**src/design/crlw_pkg.sv**
```systemverilog
// Shared types and constants for the capped restart loop watchdog.
package crlw_pkg;

  localparam int unsigned KindW   = 3;
  localparam int unsigned TimeW   = 32;
  localparam int unsigned CountW  = 4;
  localparam int unsigned CfgIdxW = 3;
  localparam int unsigned CfgDatW = 32;

  // Item kinds
  localparam logic [KindW-1:0] KindTick   = 3'd0;
  localparam logic [KindW-1:0] KindBeat   = 3'd1;
  localparam logic [KindW-1:0] KindPause  = 3'd2;
  localparam logic [KindW-1:0] KindResume = 3'd3;
  localparam logic [KindW-1:0] KindArm    = 3'd4;
  localparam logic [KindW-1:0] KindAck    = 3'd5;
  localparam logic [KindW-1:0] KindReboot = 3'd6;

  // Configuration register indexes
  localparam logic [CfgIdxW-1:0] CfgEnable = 3'd0;
  localparam logic [CfgIdxW-1:0] CfgBudget = 3'd1;
  localparam logic [CfgIdxW-1:0] CfgMax    = 3'd2;
  localparam logic [CfgIdxW-1:0] CfgForget = 3'd3;

  // Configuration reset values
  localparam logic              EnableRst = 1'b1;
  localparam logic [TimeW-1:0]  BudgetRst = 32'd30000;
  localparam logic [CountW-1:0] MaxRst    = 4'd3;
  localparam logic [TimeW-1:0]  ForgetRst = 32'd300000;

  localparam logic [CountW-1:0] CountSat = 4'd15;

  typedef struct packed {
    logic [KindW-1:0] req_type;
    logic [TimeW-1:0] now_ms;
  } crlw_in_t;

  typedef struct packed {
    logic              restart_request;
    logic              trip_logged;
    logic              fresh_trip;
    logic [CountW-1:0] run_count;
    logic [TimeW-1:0]  quiet_ms;
    logic              was_restarted;
    logic              is_armed;
  } crlw_out_t;

  // Record is valid when marked and 1 <= count <= cap + 1
  function automatic logic rec_valid(input logic marked, input logic [CountW-1:0] count,
                                     input logic [CountW-1:0] trip_cap);
    logic [CountW:0] lim;
    lim = {1'b0, trip_cap} + {{CountW{1'b0}}, 1'b1};
    return marked && (count != '0) && ({1'b0, count} <= lim);
  endfunction

endpackage

```
**src/design/capped_restart_loop_watchdog.sv**
```systemverilog
// The result of an item is presented the cycle after it is accepted.
// Throughput: one item per cycle unless the output stalls; the whole update is one
// subtract/compare pass between the watchdog state registers and the output register.
// A new item is accepted while the output register is empty or being drained.
// Reset: config returns to its defaults, state and trip record are cleared,
// pause nesting starts at one and the output register is empty.
module capped_restart_loop_watchdog #(
  parameter int unsigned NEST_WIDTH = 8
) (
  input  logic                       clk_i,
  input  logic                       rst_ni,
  input  logic                       in_valid_i,
  output logic                       in_ready_o,
  input  crlw_pkg::crlw_in_t         in_i,
  output logic                       out_valid_o,
  input  logic                       out_ready_i,
  output crlw_pkg::crlw_out_t        out_o,
  input  logic                       cfg_valid_i,
  output logic                       cfg_ready_o,
  input  logic [crlw_pkg::CfgIdxW-1:0] cfg_index_i,
  input  logic [crlw_pkg::CfgDatW-1:0] cfg_data_i
);
  import crlw_pkg::*;

  localparam logic [NEST_WIDTH-1:0] NestMax  = {NEST_WIDTH{1'b1}};
  localparam logic [NEST_WIDTH-1:0] NestBoot = NEST_WIDTH'(1);

  // Configuration
  logic              enable_q;
  logic [TimeW-1:0]  budget_q;
  logic [CountW-1:0] max_q;
  logic [TimeW-1:0]  forget_q;

  // Watchdog state
  logic [TimeW-1:0]      last_beat_q, last_beat_d;
  logic [NEST_WIDTH-1:0] nest_q, nest_d;
  logic                  armed_q, armed_d;
  logic                  gave_up_q, gave_up_d;
  logic [CountW-1:0]     boot_run_q, boot_run_d;
  logic                  marked_q, marked_d;
  logic [CountW-1:0]     rec_count_q, rec_count_d;
  logic [CountW-1:0]     reported_q, reported_d;
  logic [TimeW-1:0]      rec_quiet_q, rec_quiet_d;
  logic                  rec_restart_q, rec_restart_d;
  logic                  report_done_q, report_done_d;

  logic                  out_valid_q;
  crlw_out_t             out_q, out_d;

  logic                  accept;
  logic [TimeW-1:0]      quiet;
  logic [CountW:0]       max_p1;
  logic                  tick_valid;
  logic                  will;
  logic                  restart;
  logic                  logged;

  assign in_ready_o  = !out_valid_q || out_ready_i;
  assign accept      = in_valid_i && in_ready_o;
  assign cfg_ready_o = 1'b1;
  assign out_valid_o = out_valid_q;
  assign out_o       = out_q;

  assign quiet  = in_i.now_ms - last_beat_q;
  assign max_p1 = {1'b0, max_q} + {{CountW{1'b0}}, 1'b1};

  always_comb begin
    last_beat_d   = last_beat_q;
    nest_d        = nest_q;
    armed_d       = armed_q;
    gave_up_d     = gave_up_q;
    boot_run_d    = boot_run_q;
    marked_d      = marked_q;
    rec_count_d   = rec_count_q;
    reported_d    = reported_q;
    rec_quiet_d   = rec_quiet_q;
    rec_restart_d = rec_restart_q;
    report_done_d = report_done_q;
    restart       = 1'b0;
    logged        = 1'b0;
    tick_valid    = 1'b0;
    will          = 1'b0;

    case (in_i.req_type)
      KindTick: begin
        if ((nest_q != '0) || !armed_q) begin
          last_beat_d = in_i.now_ms;
        end else begin
          // earlier-boot run is dropped once uptime passes the forget window
          if (!gave_up_q && (boot_run_q != '0) && (in_i.now_ms >= forget_q) &&
              rec_valid(marked_q, rec_count_q, max_q)) begin
            marked_d    = 1'b0;
            rec_count_d = '0;
            reported_d  = '0;
            boot_run_d  = '0;
          end
          if (quiet >= budget_q) begin
            tick_valid    = rec_valid(marked_d, rec_count_d, max_q);
            will          = !tick_valid || (rec_count_d < max_q);
            rec_quiet_d   = quiet;
            rec_restart_d = will;
            if (tick_valid) begin
              if (({1'b0, rec_count_d} < max_p1) && (rec_count_d < CountSat)) begin
                rec_count_d = rec_count_d + CountW'(1);
              end
            end else begin
              rec_count_d = CountW'(1);
            end
            marked_d   = 1'b1;
            reported_d = '0;
            logged     = 1'b1;
            if (will) begin
              restart = 1'b1;
            end else begin
              gave_up_d = 1'b1;
              armed_d   = 1'b0;
            end
          end
        end
      end
      KindBeat: begin
        last_beat_d = in_i.now_ms;
      end
      KindPause: begin
        if (nest_q != NestMax) nest_d = nest_q + NEST_WIDTH'(1);
        last_beat_d = in_i.now_ms;
      end
      KindResume: begin
        if (nest_q != '0) nest_d = nest_q - NEST_WIDTH'(1);
        last_beat_d = in_i.now_ms;
      end
      KindArm: begin
        if (enable_q && !armed_q) begin
          boot_run_d  = rec_valid(marked_q, rec_count_q, max_q) ? rec_count_q : '0;
          last_beat_d = in_i.now_ms;
          armed_d     = 1'b1;
          gave_up_d   = 1'b0;
          nest_d      = '0;
        end
      end
      KindAck: begin
        if (!report_done_q && rec_valid(marked_q, rec_count_q, max_q) &&
            (reported_q != rec_count_q)) begin
          report_done_d = 1'b1;
          reported_d    = rec_count_q;
        end
      end
      KindReboot: begin
        // record and reported count survive the reboot
        last_beat_d   = '0;
        nest_d        = NestBoot;
        armed_d       = 1'b0;
        gave_up_d     = 1'b0;
        boot_run_d    = '0;
        report_done_d = 1'b0;
      end
      default: begin
      end
    endcase

    out_d.restart_request = restart;
    out_d.trip_logged     = logged;
    out_d.fresh_trip      = rec_valid(marked_d, rec_count_d, max_q) &&
                            (reported_d != rec_count_d);
    out_d.run_count       = rec_count_d;
    out_d.quiet_ms        = rec_quiet_d;
    out_d.was_restarted   = rec_restart_d;
    out_d.is_armed        = armed_d;
  end

  always_ff @(posedge clk_i or negedge rst_ni) begin
    if (!rst_ni) begin
      enable_q <= EnableRst;
      budget_q <= BudgetRst;
      max_q    <= MaxRst;
      forget_q <= ForgetRst;
    end else if (cfg_valid_i && cfg_ready_o) begin
      case (cfg_index_i)
        CfgEnable: enable_q <= cfg_data_i[0];
        CfgBudget: budget_q <= cfg_data_i[TimeW-1:0];
        CfgMax:    max_q    <= cfg_data_i[CountW-1:0];
        CfgForget: forget_q <= cfg_data_i[TimeW-1:0];
        default: begin
        end
      endcase
    end
  end

  always_ff @(posedge clk_i or negedge rst_ni) begin
    if (!rst_ni) begin
      last_beat_q   <= '0;
      nest_q        <= NestBoot;
      armed_q       <= 1'b0;
      gave_up_q     <= 1'b0;
      boot_run_q    <= '0;
      marked_q      <= 1'b0;
      rec_count_q   <= '0;
      reported_q    <= '0;
      rec_quiet_q   <= '0;
      rec_restart_q <= 1'b0;
      report_done_q <= 1'b0;
    end else if (accept) begin
      last_beat_q   <= last_beat_d;
      nest_q        <= nest_d;
      armed_q       <= armed_d;
      gave_up_q     <= gave_up_d;
      boot_run_q    <= boot_run_d;
      marked_q      <= marked_d;
      rec_count_q   <= rec_count_d;
      reported_q    <= reported_d;
      rec_quiet_q   <= rec_quiet_d;
      rec_restart_q <= rec_restart_d;
      report_done_q <= report_done_d;
    end
  end

  always_ff @(posedge clk_i or negedge rst_ni) begin
    if (!rst_ni) begin
      out_valid_q <= 1'b0;
    end else if (accept) begin
      out_valid_q <= 1'b1;
    end else if (out_ready_i) begin
      out_valid_q <= 1'b0;
    end
  end

  always_ff @(posedge clk_i) begin
    if (accept) out_q <= out_d;
  end

  // Every accepted item leaves a result in the output register
  a_item_result: assert property (@(posedge clk_i) disable iff (!rst_ni)
    accept |=> out_valid_o)
    else $error("accepted item produced no result");

  // A restart is only requested together with a new trip record
  a_restart_logged: assert property (@(posedge clk_i) disable iff (!rst_ni)
    out_valid_o && out_o.restart_request |-> out_o.trip_logged && out_o.was_restarted)
    else $error("restart request without trip record");

  // A trip that gives up leaves the supervisor disarmed
  a_giveup_disarm: assert property (@(posedge clk_i) disable iff (!rst_ni)
    out_valid_o && out_o.trip_logged && !out_o.restart_request |-> !out_o.is_armed)
    else $error("gave up but still armed");

endmodule
```
**config.mk**
```make
export PLATFORM = sky130hd
export DESIGN_NAME = capped_restart_loop_watchdog
export DESIGN_NICKNAME = d
export VERILOG_FILES = /design/src/design/crlw_pkg.sv /design/src/design/capped_restart_loop_watchdog.sv
export SDC_FILE = /design/constraint.sdc
export NUM_CORES = 1
export LEC_CHECK = 0
export BUFFER_PORTS_ARGS = -buffer_cell sky130_fd_sc_hd__buf_2
export CORE_MARGIN = 10
export CORE_UTILIZATION = 55
export DETAILED_ROUTE_END_ITERATION = 8
export GPL_TIMING_DRIVEN = 0
export HOLD_SLACK_MARGIN = 0.15
export PLACE_DENSITY = 0.84
export SETUP_SLACK_MARGIN = 0.5
export SLEW_MARGIN = 30
export SYNTH_ARGS = -nofsm -noshare
export SYNTH_HDL_FRONTEND = slang
export SYNTH_SLANG_ARGS = --single-unit
```
**constraint.sdc**
```tcl
create_clock -name clk_i -period 5.9 [get_ports clk_i]
set_input_delay 0.295 -clock clk_i [delete_from_list [all_inputs] [get_ports clk_i]]
set_output_delay 0.295 -clock clk_i [all_outputs]
set_load 0.05 [all_outputs]
```
==> results.py, run 1 <==
metrics = {
    "clock_network": {
        "cts.clk_slew.worst_paths_ns": 0.08,
        "cts_buffers": 17,
        "h-tree-depth": 4,
        "cts_root_buffer": "clkbuf_16",
        "cts_max_path_buffers": 2,
        "clock_latency_ns": 0.44,
        "cts_tree": "done",
        "cts.sinks": 200,
    },
    "timing": {
        "hold_viol_final": 0,
        "max_slew.worst_pin.slew_ns": 1.14,
        "skew_ns": 0.0126,
        "slew_viol_final": 0,
        "finalCritPeriodShare_pct": 108,
        "grt_setup_unrepaired": "true",
        "fin_crit_ns": 6.39,
        "timing.fmax_mhz": 157,
        "final-setup-viol-count": 1,
        "worst_slack_ns": -0.486,
        "slew_headroom_pct": 23.0,
    },
    "place": {
        "hpwl_mm": 25.6,
        "port_buffers": 117,
        "dp_cells": 1748,
        "place_area_sq_um": 13400,
        "dp_slack_ns": -1.51,
        "gp_congestion": 0.942,
    },
    "pwr": {
        "irDropWorstVdd_uv": 213,
        "p_leak_nw": 7.49,
        "powerDensity_nw_per_um2": 349,
    },
    "logic_synthesis": {
        "synth_fp_nets": 1544,
        "ys_seq_elements": 200,
        "synth_edf_count": 41,
        "synth_cell_types": 81,
        "async_reset_ff_share_pct": 79.5,
        "synthCells": 1349,
        "syn_area_sq_um": 12300,
        "yosysSeqAreaShare_pct": 42.5,
        "post_synth.cell_area_avg_sq_um": 9.12,
        "ys.flop_type": "dfrtp_1",
        "ys_warn_count": 0,
    },
    "status": {
        "status": "finished with violations",
        "violations": "negative setup slack",
    },
    "worst_hold_path": {
        "min_path_type": "primary input to flip-flop",
    },
    "cells_and_area": {
        "drive_gt1_share_pct": 26.1,
        "final_nets": 1792,
        "mostFrequentLayoutCell": "nand2_1",
        "stdcell_area_sq_um": 15800,
        "seq_area_sq_um": 5230,
        "layout_common_cells": "nand2_1 (223), dfrtp_1 (140), inv_1 (133)",
        "finalNonFillerCells": 1890,
        "antenna_cells": 0,
        "area_delta_synth_final_pct": 28.6,
        "multi_input_area_sq_um": 7170,
        "final.fill_count": 1440,
    },
    "global_routing": {
        "met3_usage_pct": 4.59,
        "antenna_found_initial": 0,
        "grt.overflow.total": 0,
        "grt_util_all_layers_pct": 24.2,
        "grt_max_degree": 82,
        "grt_pass1_wl_mm": 56.3,
        "use_met2_pct": 40.2,
        "grt_util_met1_pct": 30.6,
        "grt_pass1_vias": 10783,
        "grt-busiest-layer": "met2",
    },
    "worst_setup_path": {
        "slowest_stage": "or4_1",
        "setup.worst_path.class": "flip-flop to flip-flop",
        "crit_fanout": 4,
        "critPathArrivalTime_ns": 6.56,
        "crit_top_cell": "buf_4",
        "worstPathRequired_ns": 6.07,
        "max_stage_delay_ns": 0.43,
        "startpoint_type": "flip-flop",
        "endpoint_kind": "flip-flop",
    },
    "detailed_routing": {
        "via_per_inst": 6.21,
        "drt_iter0_markers": 1605,
        "wire_per_inst_microns": 21.3,
        "antenna_left": 0,
        "drc": 0,
        "wirelength_mm": 40.3,
        "vias": 11736,
        "first_pass_iters": 7,
    },
    "flow_run": {
        "drv_cap": 0,
    },
    "die": {
        "pin_count": 119,
        "core_area_sq_um": 21900,
        "die_h_microns": 170,
        "fp.dieW_microns": 170,
        "die-area_sq_um": 28800,
        "initial_utilization_pct": 56.2,
        "rows": 54,
    },
}
==> flip-flops by register name, summed over array words and instances (netlist names), 8 cells and up <==
signal,flops
nest_q,8
budget_q,32
out_o,41
last_beat_q,32
forget_q,32
rec_quiet_q,32
==> path summary, 6_finish.rpt <==
path,startpoint,to,slack (ns),cells after the start
max in group asynchronous,rst_ni,max_q[0]$_DFFE_PN1P_,4.59,3
min in group asynchronous,rst_ni,forget_q[13]$_DFFE_PN0P_,0.44,2
hold reg to reg,last_beat_q[20]$_DFFE_PN0P_,last_beat_q[20]$_DFFE_PN0P_,0.48,2
setup / recovery,last_beat_q[0]$_DFFE_PN0P_,out_o[38]$_DFFE_PP_,-0.49,28
setup reg to reg,last_beat_q[0]$_DFFE_PN0P_,out_o[38]$_DFFE_PP_,-0.49,28
hold / removal,in_i[2],last_beat_q[2]$_DFFE_PN0P_,0.15,3
==> metal layers <==
layer / part of all wire, % / wire length, microns / vias to the layer above
met5: 0 / 0 / -
met4: 5.2 / 2100 / 0
met3: 8.7 / 3500 / 168
met2: 48 / 19300 / 755
met1: 38 / 15400 / 5656
li1: - / - / 5157
==> through the flow <==
stage          TNS [ns]  utilization, %  power, W  hold slack (ns)
3_3_place_gp     -34.76            60.7   0.00359            0.454
5_1_grt          -0.762            72.3   0.00579            0.157
4_1_cts          -0.432            68.3   0.00511            0.151
2_1_floorplan         0               -   0.00318        -0.000591
6_report         -0.486            72.3   0.00552            0.146
3_5_place_dp     -44.48            61.1   0.00370            0.336
==> report_power, final <==
| group | leakage, nW | internal (W) | total (W) | switching [W] |
|---|---|---|---|---|
| Clock | 0.269 | 0.000626 | 0.00117 | 0.000540 |
| Combinational | 4.84 | 0.00104 | 0.00255 | 0.00151 |
| Sequential | 2.38 | 0.00166 | 0.00180 | 0.000141 |
| Total | 7.49 | 0.00333 | 0.00552 | 0.00219 |
==> cells in the mapped netlist, types with 3 or more instances <==
cell type	number	area, sq um
nor3_1	10	50.1
or4_1	4	30.0
o21a_1	7	52.6
nand3_1	15	75.1
o211ai_1	5	37.5
edfxtp_1	41	1230
buf_1	3	11.3
mux2_2	45	507
nor2b_1	12	75.1
ha_1	118	1480
or3_1	4	25.0
a22oi_1	3	22.5
nor3b_1	3	22.5
nand4_1	12	75.1
a21oi_1	63	315
nand4b_1	3	26.3
inv_1	136	510
nand2_1	277	1040
and2_1	5	31.3
and3_1	7	43.8
a221oi_1	3	26.3
a31o_2	4	35.0
clkbuf_1	40	150
dfstp_2	19	499
o41ai_1	9	78.8
a31oi_1	7	43.8
a21o_1	27	203
a211oi_1	4	30.0
xor2_1	15	131
nor4bb_1	3	30.0
nand2b_1	11	68.8
o31ai_1	7	52.6
o21ai_0	136	681
o21bai_1	4	30.0
nor4_1	5	31.3
dfrtp_1	140	3500
a21boi_0	3	22.5
xnor2_1	27	236
nor2_1	56	210
==> logic make-up (layout without fill, tap and decap cells) <==
group	count (synthesis)	in the layout	share of synthesized area [%]
other	1	1	0.0305
XOR/XNOR	43	43	3.12
multiplexers	45	45	4.12
AO/OA/AOI/OAI	317	317	16.2
adder cells (fa/ha/maj)	121	121	12.4
flip-flops	200	200	42.5
AND/OR/NAND/NOR	440	440	16.0
buffers and inverters	182	443	5.61
==> critical path: cells and delay by family, from the launching register on <==
family	cells	cell delay, ns
xor gates and xnor gates	1	0.24
and+or+nand+nor	5	1.23
DFF	1	0.36
buffers and inverters	5	0.58
AOI/OAI and AO/OA	14	2.87
adders and majority gates	3	0.83
==> final cells by class <==
class | instances | share of cell area [%]
Clock buffer | 21 | 2.78
Tap cell | 280 | 2.21
Multi-Input combinational cell | 967 | 45.3
Sequential cell | 200 | 33.1
Clock inverter | 11 | 0.783
Inverter | 137 | 3.28
Timing Repair Buffer | 229 | 10.8
Buffer | 45 | 1.79
==> what timing repair did <==
item                                   CTS  global route
hold buffers                            57             1
setup endpoints to repair               84            83
resized for setup                       53           195
setup buffers                           30            18
endpoints found under the hold margin  149             1
gates cloned                             0             4
pin swaps                               34            67
Power figures use the tool's default switching activity.
==> run 2, diff against run 1 <==
--- a/config.mk
+++ b/config.mk
@@ -12,7 +12,9 @@
 export GPL_TIMING_DRIVEN = 0
 export HOLD_SLACK_MARGIN = 0.15
 export PLACE_DENSITY = 0.84
+export RECOVER_POWER = 25
 export SETUP_SLACK_MARGIN = 0.5
+export SKIP_LAST_GASP = 1
 export SLEW_MARGIN = 30
 export SYNTH_ARGS = -nofsm -noshare
 export SYNTH_HDL_FRONTEND = slang
==> run 2 against run 1 <==
Net effect: critical endpoint unchanged; maximum frequency is 0.69% lower; flip-flop and latch count stayed put; design area is 1.2% lower; the run ends with max-capacitance violations, max-slew violations, negative setup slack left; sequential power hardly changed; global-route usage hardly changed; sequential share of layout area is 0.42 points higher; wire length is 2.8% lower; combinational power is 2% lower.
==> results.py, run 2 (same netlist as run 1, synthesis figures left out) <==
metrics = {
    "global_routing": {
        "antenna_found_initial": 0,
        "grt_pass1_vias": 10756,
        "grt_util_all_layers_pct": 24.2,
        "grt.overflow.total": 0,
        "grt_pass1_wl_mm": 56.2,
        "grt_max_degree": 82,
    },
    "worst_setup_path": {
        "critPathArrivalTime_ns": 6.70,
        "setup.worst_path.class": "flip-flop to flip-flop",
        "reg2regPathDepth": 31,
        "slowest_stage": "a311oi_4",
        "worstPathRequired_ns": 6.17,
        "startpoint_type": "flip-flop",
        "worst_r2r_startpoint": "last_beat_q[0]$_DFFE_PN0P_",
        "reg2reg_slack_ns": -0.53,
        "timing.rr.end": "out_o[38]$_DFFE_PP_",
        "endpoint_kind": "flip-flop",
        "crit_fanout": 4,
        "max_stage_delay_ns": 0.42,
    },
    "detailed_routing": {
        "vias": 11632,
        "first_pass_iters": 9,
        "drc": 0,
        "wire_per_inst_microns": 20.7,
        "via_per_inst": 6.15,
        "wirelength_mm": 39.1,
        "antenna_left": 0,
        "drt_iter0_markers": 1553,
    },
    "cells_and_area": {
        "area_delta_synth_final_pct": 27.0,
        "layout_common_cells": "nand2_1 (235), dfrtp_1 (140), inv_1 (133)",
        "drive_gt1_share_pct": 23.5,
        "mostFrequentLayoutCell": "nand2_1",
        "fin_util_pct": 71.4,
        "antenna_cells": 0,
        "final.fill_count": 1454,
        "largest_register_ffs": 41,
        "final_nets": 1792,
    },
    "worst_hold_path": {
        "whs_path_depth": 3,
        "hold_end": "last_beat_q[24]$_DFFE_PN0P_",
        "hp-start": "in_i[24]",
        "min_path_type": "primary input to flip-flop",
    },
    "die": {
        "pin_count": 119,
        "fp.dieW_microns": 170,
        "die_h_microns": 170,
        "die-area_sq_um": 28800,
        "initial_utilization_pct": 56.2,
        "rows": 54,
        "core_area_sq_um": 21900,
    },
    "place": {
        "port_buffers": 117,
        "gp_congestion": 0.942,
        "hpwl_mm": 25.6,
        "dp_slack_ns": -1.51,
    },
    "timing": {
        "slew_viol_final": 81,
        "finalCritPeriodShare_pct": 109,
        "slew_headroom_pct": -209,
        "fin_setup_tns_ns": -0.530,
        "fin_crit_ns": 6.43,
        "grt_setup_unrepaired": "true",
        "max_slew.worst_pin.slew_ns": 4.63,
        "final-setup-viol-count": 1,
        "skew_ns": 0.0134,
        "timing.fmax_mhz": 156,
        "hold_viol_final": 0,
        "worst_slack_ns": -0.530,
    },
    "pwr": {
        "powerDensity_nw_per_um2": 349,
        "p_leak_nw": 7.35,
        "power_w": 0.00545,
        "irDropWorstVdd_uv": 221,
    },
    "clock_network": {
        "cts_buffers": 17,
        "h-tree-depth": 4,
        "cts.clk_slew.worst_paths_ns": 0.07,
        "cts_max_path_buffers": 2,
        "clock_latency_ns": 0.44,
        "cts_tree": "done",
        "cts.sinks": 200,
        "cts_root_buffer": "clkbuf_16",
    },
    "flow_run": {
        "drv_cap": 1,
    },
    "status": {
        "status": "finished with violations",
        "violations": "max-capacitance violations, max-slew violations, negative setup slack",
    },
}
==> run 2: changes by cell type in the layout (fill, tap and decap cells not counted), sizes merged <==
| cell | delta |
|---|---|
| clkbuf | +26 |
| buf | -26 |
==> run 2: final cells by class <==
type | instances | area [sq um] | area share (%)
plain buffers | 45 | 254 | 1.63
clock buffers | 21 | 440 | 2.82
clock inverters | 11 | 124 | 0.793
inverters | 137 | 519 | 3.32
multi-input cells | 967 | 7060 | 45.2
flip-flops and latches | 200 | 5230 | 33.5
well taps | 280 | 350 | 2.24
repair buffers | 229 | 1640 | 10.5
==> run 2: power breakdown <==
group | internal, W | switching [W]
sequential | 0.00166 | 0.000137
combinational | 0.00102 | 0.00148
clock | 0.000626 | 0.000530
total | 0.00331 | 0.00215
==> run 2: critical path: cells and delay by family (launching register included) <==
family,cells,cell delay (ns)
AO/OA/AOI/OAI,16,3.35
adder cells (fa/ha/maj),4,1.15
AND/OR/NAND/NOR,7,0.92
flip-flops,1,0.37
buffers and inverters,3,0.25
XOR/XNOR,1,0.23
==> run 2: what timing repair did <==
action	CTS	global route
gates resized for setup	52	154
buffers inserted	30	18
gates cloned	0	4
hold endpoints to repair	149	1
pin swaps	34	62
endpoints found under the setup margin	84	83
hold buffers	57	1
==> run 2: metrics by stage <==
stage | instances | area, sq um | hold slack, ns
after floorplan | 1349 | 12400 | -0.000591
after global placement | 1746 | 13300 | 0.454
after detailed placement | 1748 | 13400 | 0.336
after CTS | 1867 | 14900 | 0.151
after global routing | 1890 | 15600 | 0.158
final | 1890 | 15600 | 0.150
==> run 2: worst max-delay path by stage <==
stage                                     from             endpoint  cells after the start
floorplan                              in_i[0]  out_o[38]$_DFFE_PP_                     34
global placement                       in_i[1]  out_o[38]$_DFFE_PP_                     28
detailed placement                     in_i[1]  out_o[38]$_DFFE_PP_                     28
CTS                 last_beat_q[0]$_DFFE_PN0P_  out_o[38]$_DFFE_PP_                     32
global route        last_beat_q[0]$_DFFE_PN0P_  out_o[38]$_DFFE_PP_                     31
finish              last_beat_q[0]$_DFFE_PN0P_  out_o[38]$_DFFE_PP_                     31
==> run 2: metal layers <==
layer	GRT usage [%]	share of wire (%)	up-vias
met5	0	0	-
met1	30.7	38	5566
met3	4.59	8.9	174
met2	40.0	48	728
li1	-	-	5164
met4	9.49	5.2	0
==> run 3, diff against run 2 <==
--- a/config.mk
+++ b/config.mk
@@ -6,7 +6,6 @@
 export NUM_CORES = 1
 export LEC_CHECK = 0
 export BUFFER_PORTS_ARGS = -buffer_cell sky130_fd_sc_hd__buf_2
-export CORE_MARGIN = 10
 export CORE_UTILIZATION = 55
 export DETAILED_ROUTE_END_ITERATION = 8
 export GPL_TIMING_DRIVEN = 0
==> run 3 against run 2 <==
Net effect: the run still ends with max-capacitance violations, max-slew violations, negative setup slack left; combinational power down 2%; critical path depth up 1; largest power group unchanged; via count down 2.7%; clock power about the same; design area down 0.86%; sequential share of layout area up 0.29 points; utilization down 0.62 points; clock skew down 0.0015 ns; largest cell class unchanged; die area down 20%; wire length down 5.8%.
==> results.py, run 3 (same netlist as run 1, synthesis figures left out) <==
metrics = {
    "clock_network": {
        "cts_tree": "done",
        "cts.clk_slew.worst_paths_ns": 0.08,
        "cts.sinks": 200,
        "cts_max_path_buffers": 2,
        "cts_buffers": 17,
        "clock_latency_ns": 0.44,
        "cts_root_buffer": "clkbuf_16",
        "h-tree-depth": 4,
    },
    "die": {
        "initial_utilization_pct": 56.2,
        "die_h_microns": 152,
        "die-area_sq_um": 23000,
        "core_area_sq_um": 21900,
        "fp.dieW_microns": 152,
        "rows": 54,
        "pin_count": 119,
    },
    "worst_setup_path": {
        "max_stage_delay_ns": 0.38,
        "critPathArrivalTime_ns": 6.62,
        "worst_r2r_startpoint": "last_beat_q[16]$_DFFE_PN0P_",
        "endpoint_kind": "flip-flop",
        "reg2reg_slack_ns": -0.46,
        "crit_fanout": 6,
        "worstPathRequired_ns": 6.16,
        "crit_top_cell": "a21o_1",
        "timing.rr.end": "out_o[38]$_DFFE_PP_",
        "slowest_stage": "dfrtp_1",
        "setup.worst_path.class": "flip-flop to flip-flop",
        "startpoint_type": "flip-flop",
        "reg2regPathDepth": 32,
    },
    "cells_and_area": {
        "largest_register_ffs": 41,
        "final.fill_count": 1526,
        "antenna_cells": 0,
        "mostFrequentLayoutCell": "nand2_1",
        "seq_area_sq_um": 5230,
        "final_nets": 1792,
        "multi_input_area_sq_um": 6950,
        "area_delta_synth_final_pct": 25.9,
        "layout_common_cells": "nand2_1 (250), dfrtp_1 (140), inv_1 (132)",
        "drive_gt1_share_pct": 23.1,
    },
    "status": {
        "violations": "max-capacitance violations, max-slew violations, negative setup slack",
        "status": "finished with violations",
    },
    "worst_hold_path": {
        "min_path_type": "primary input to flip-flop",
        "hp-start": "in_i[3]",
        "hold_end": "last_beat_q[3]$_DFFE_PN0P_",
        "whs_path_depth": 3,
    },
    "timing": {
        "grt_setup_unrepaired": "true",
        "final-setup-viol-count": 1,
        "finalCritPeriodShare_pct": 108,
        "slew_viol_final": 162,
        "timing.fmax_mhz": 157,
        "worst_slack_ns": -0.459,
        "max_slew.worst_pin.slew_ns": 4.04,
        "fin_setup_tns_ns": -0.459,
        "slew_headroom_pct": -169,
        "skew_ns": 0.0119,
        "fin_crit_ns": 6.36,
        "hold_viol_final": 0,
    },
    "flow_run": {
        "drv_cap": 2,
    },
    "global_routing": {
        "grt_pass1_wl_mm": 55.5,
        "grt.overflow.total": 0,
        "grt_max_degree": 87,
        "grt_util_all_layers_pct": 31.5,
        "antenna_found_initial": 0,
        "grt_pass1_vias": 11064,
    },
    "place": {
        "port_buffers": 117,
        "hpwl_mm": 24.4,
        "gp_congestion": 0.941,
        "dp_slack_ns": -1.30,
    },
    "detailed_routing": {
        "via_per_inst": 5.99,
        "first_pass_iters": 8,
        "drt_iter0_markers": 922,
        "wire_per_inst_microns": 19.5,
        "vias": 11321,
        "drc": 0,
        "antenna_left": 0,
        "wirelength_mm": 36.9,
    },
    "pwr": {
        "irDropWorstVdd_uv": 209,
        "p_leak_nw": 7.25,
        "powerDensity_nw_per_um2": 348,
    },
}
## run 3: changes by cell type in the layout (fill, tap and decap cells not counted), sizes merged
cell / before / now
buf: 154 / 159
clkbuf: 83 / 80
inv: 138 / 141
clkinvlp: 2 / 0
dlygate4sd3: 58 / 56
bufinv: 2 / 1
## run 3: area by class of cell
type	count	share of cell area (%)
multi-input combinational	967	44.9
clock buffer	21	2.98
timing repair buffer	229	10.5
clock inverter	11	0.614
sequential	200	33.8
buffer	45	1.65
tap	280	2.26
inverter	137	3.34
## run 3: where the power goes
| group | total [W] | switching (W) | internal (W) | leakage (nW) |
|---|---|---|---|---|
| logic | 0.00245 | 0.00142 | 0.00103 | 4.59 |
| registers | 0.00180 | 0.000137 | 0.00166 | 2.38 |
| clock network | 0.00114 | 0.000534 | 0.000609 | 0.281 |
## run 3: worst max-delay path by stage
stage                           startpoint             endpoint  cells after the start
4_1_cts         last_beat_q[0]$_DFFE_PN0P_  out_o[38]$_DFFE_PP_                     32
2_1_floorplan                      in_i[0]  out_o[38]$_DFFE_PP_                     34
3_5_place_dp                       in_i[1]  out_o[38]$_DFFE_PP_                     31
3_3_place_gp                       in_i[1]  out_o[38]$_DFFE_PP_                     28
5_1_grt        last_beat_q[16]$_DFFE_PN0P_  out_o[38]$_DFFE_PP_                     31
6_report       last_beat_q[16]$_DFFE_PN0P_  out_o[38]$_DFFE_PP_                     32
## run 3: critical path: cells and delay by family, from the launching register on
family	cells	cell delay, ns
and+or+nand+nor	4	0.32
xor gates and xnor gates	1	0.28
buffers and inverters	3	0.31
DFF	1	0.38
adders and majority gates	3	0.73
AOI/OAI and AO/OA	21	4.15
## run 3: metrics by stage
stage / std cells / instance area [sq um] / utilization [%] / hold slack, ns / power (W)
2_1_floorplan: 1349 / 12400 / - / -0.000591 / 0.00318
3_3_place_gp: 1746 / 13300 / 60.7 / 0.454 / 0.00359
3_5_place_dp: 1748 / 13400 / 61.0 / 0.295 / 0.00370
4_1_cts: 1866 / 15000 / 68.3 / 0.151 / 0.00511
5_1_grt: 1890 / 15500 / 70.8 / 0.160 / 0.00567
6_report: 1890 / 15500 / 70.8 / 0.151 / 0.00539
## run 3: per-layer routing
layer / GRT usage, % / routed length [microns] / vias to the layer above
met2: 51.8 / 17400 / 614
li1: - / - / 5158
met1: 38.8 / 14100 / 5376
met5: 0 / 0 / -
met3: 5.72 / 3130 / 173
met4: 18.7 / 2210 / 0
## run 3: what timing repair did
item / CTS / global route
hold buffers: 55 / 1
endpoints found under the hold margin: 133 / 1
gates resized for setup: 54 / 106
endpoints found under the setup margin: 84 / 83
setup buffers: 31 / 20
cloned: 0 / 3
pin swaps: 34 / 49
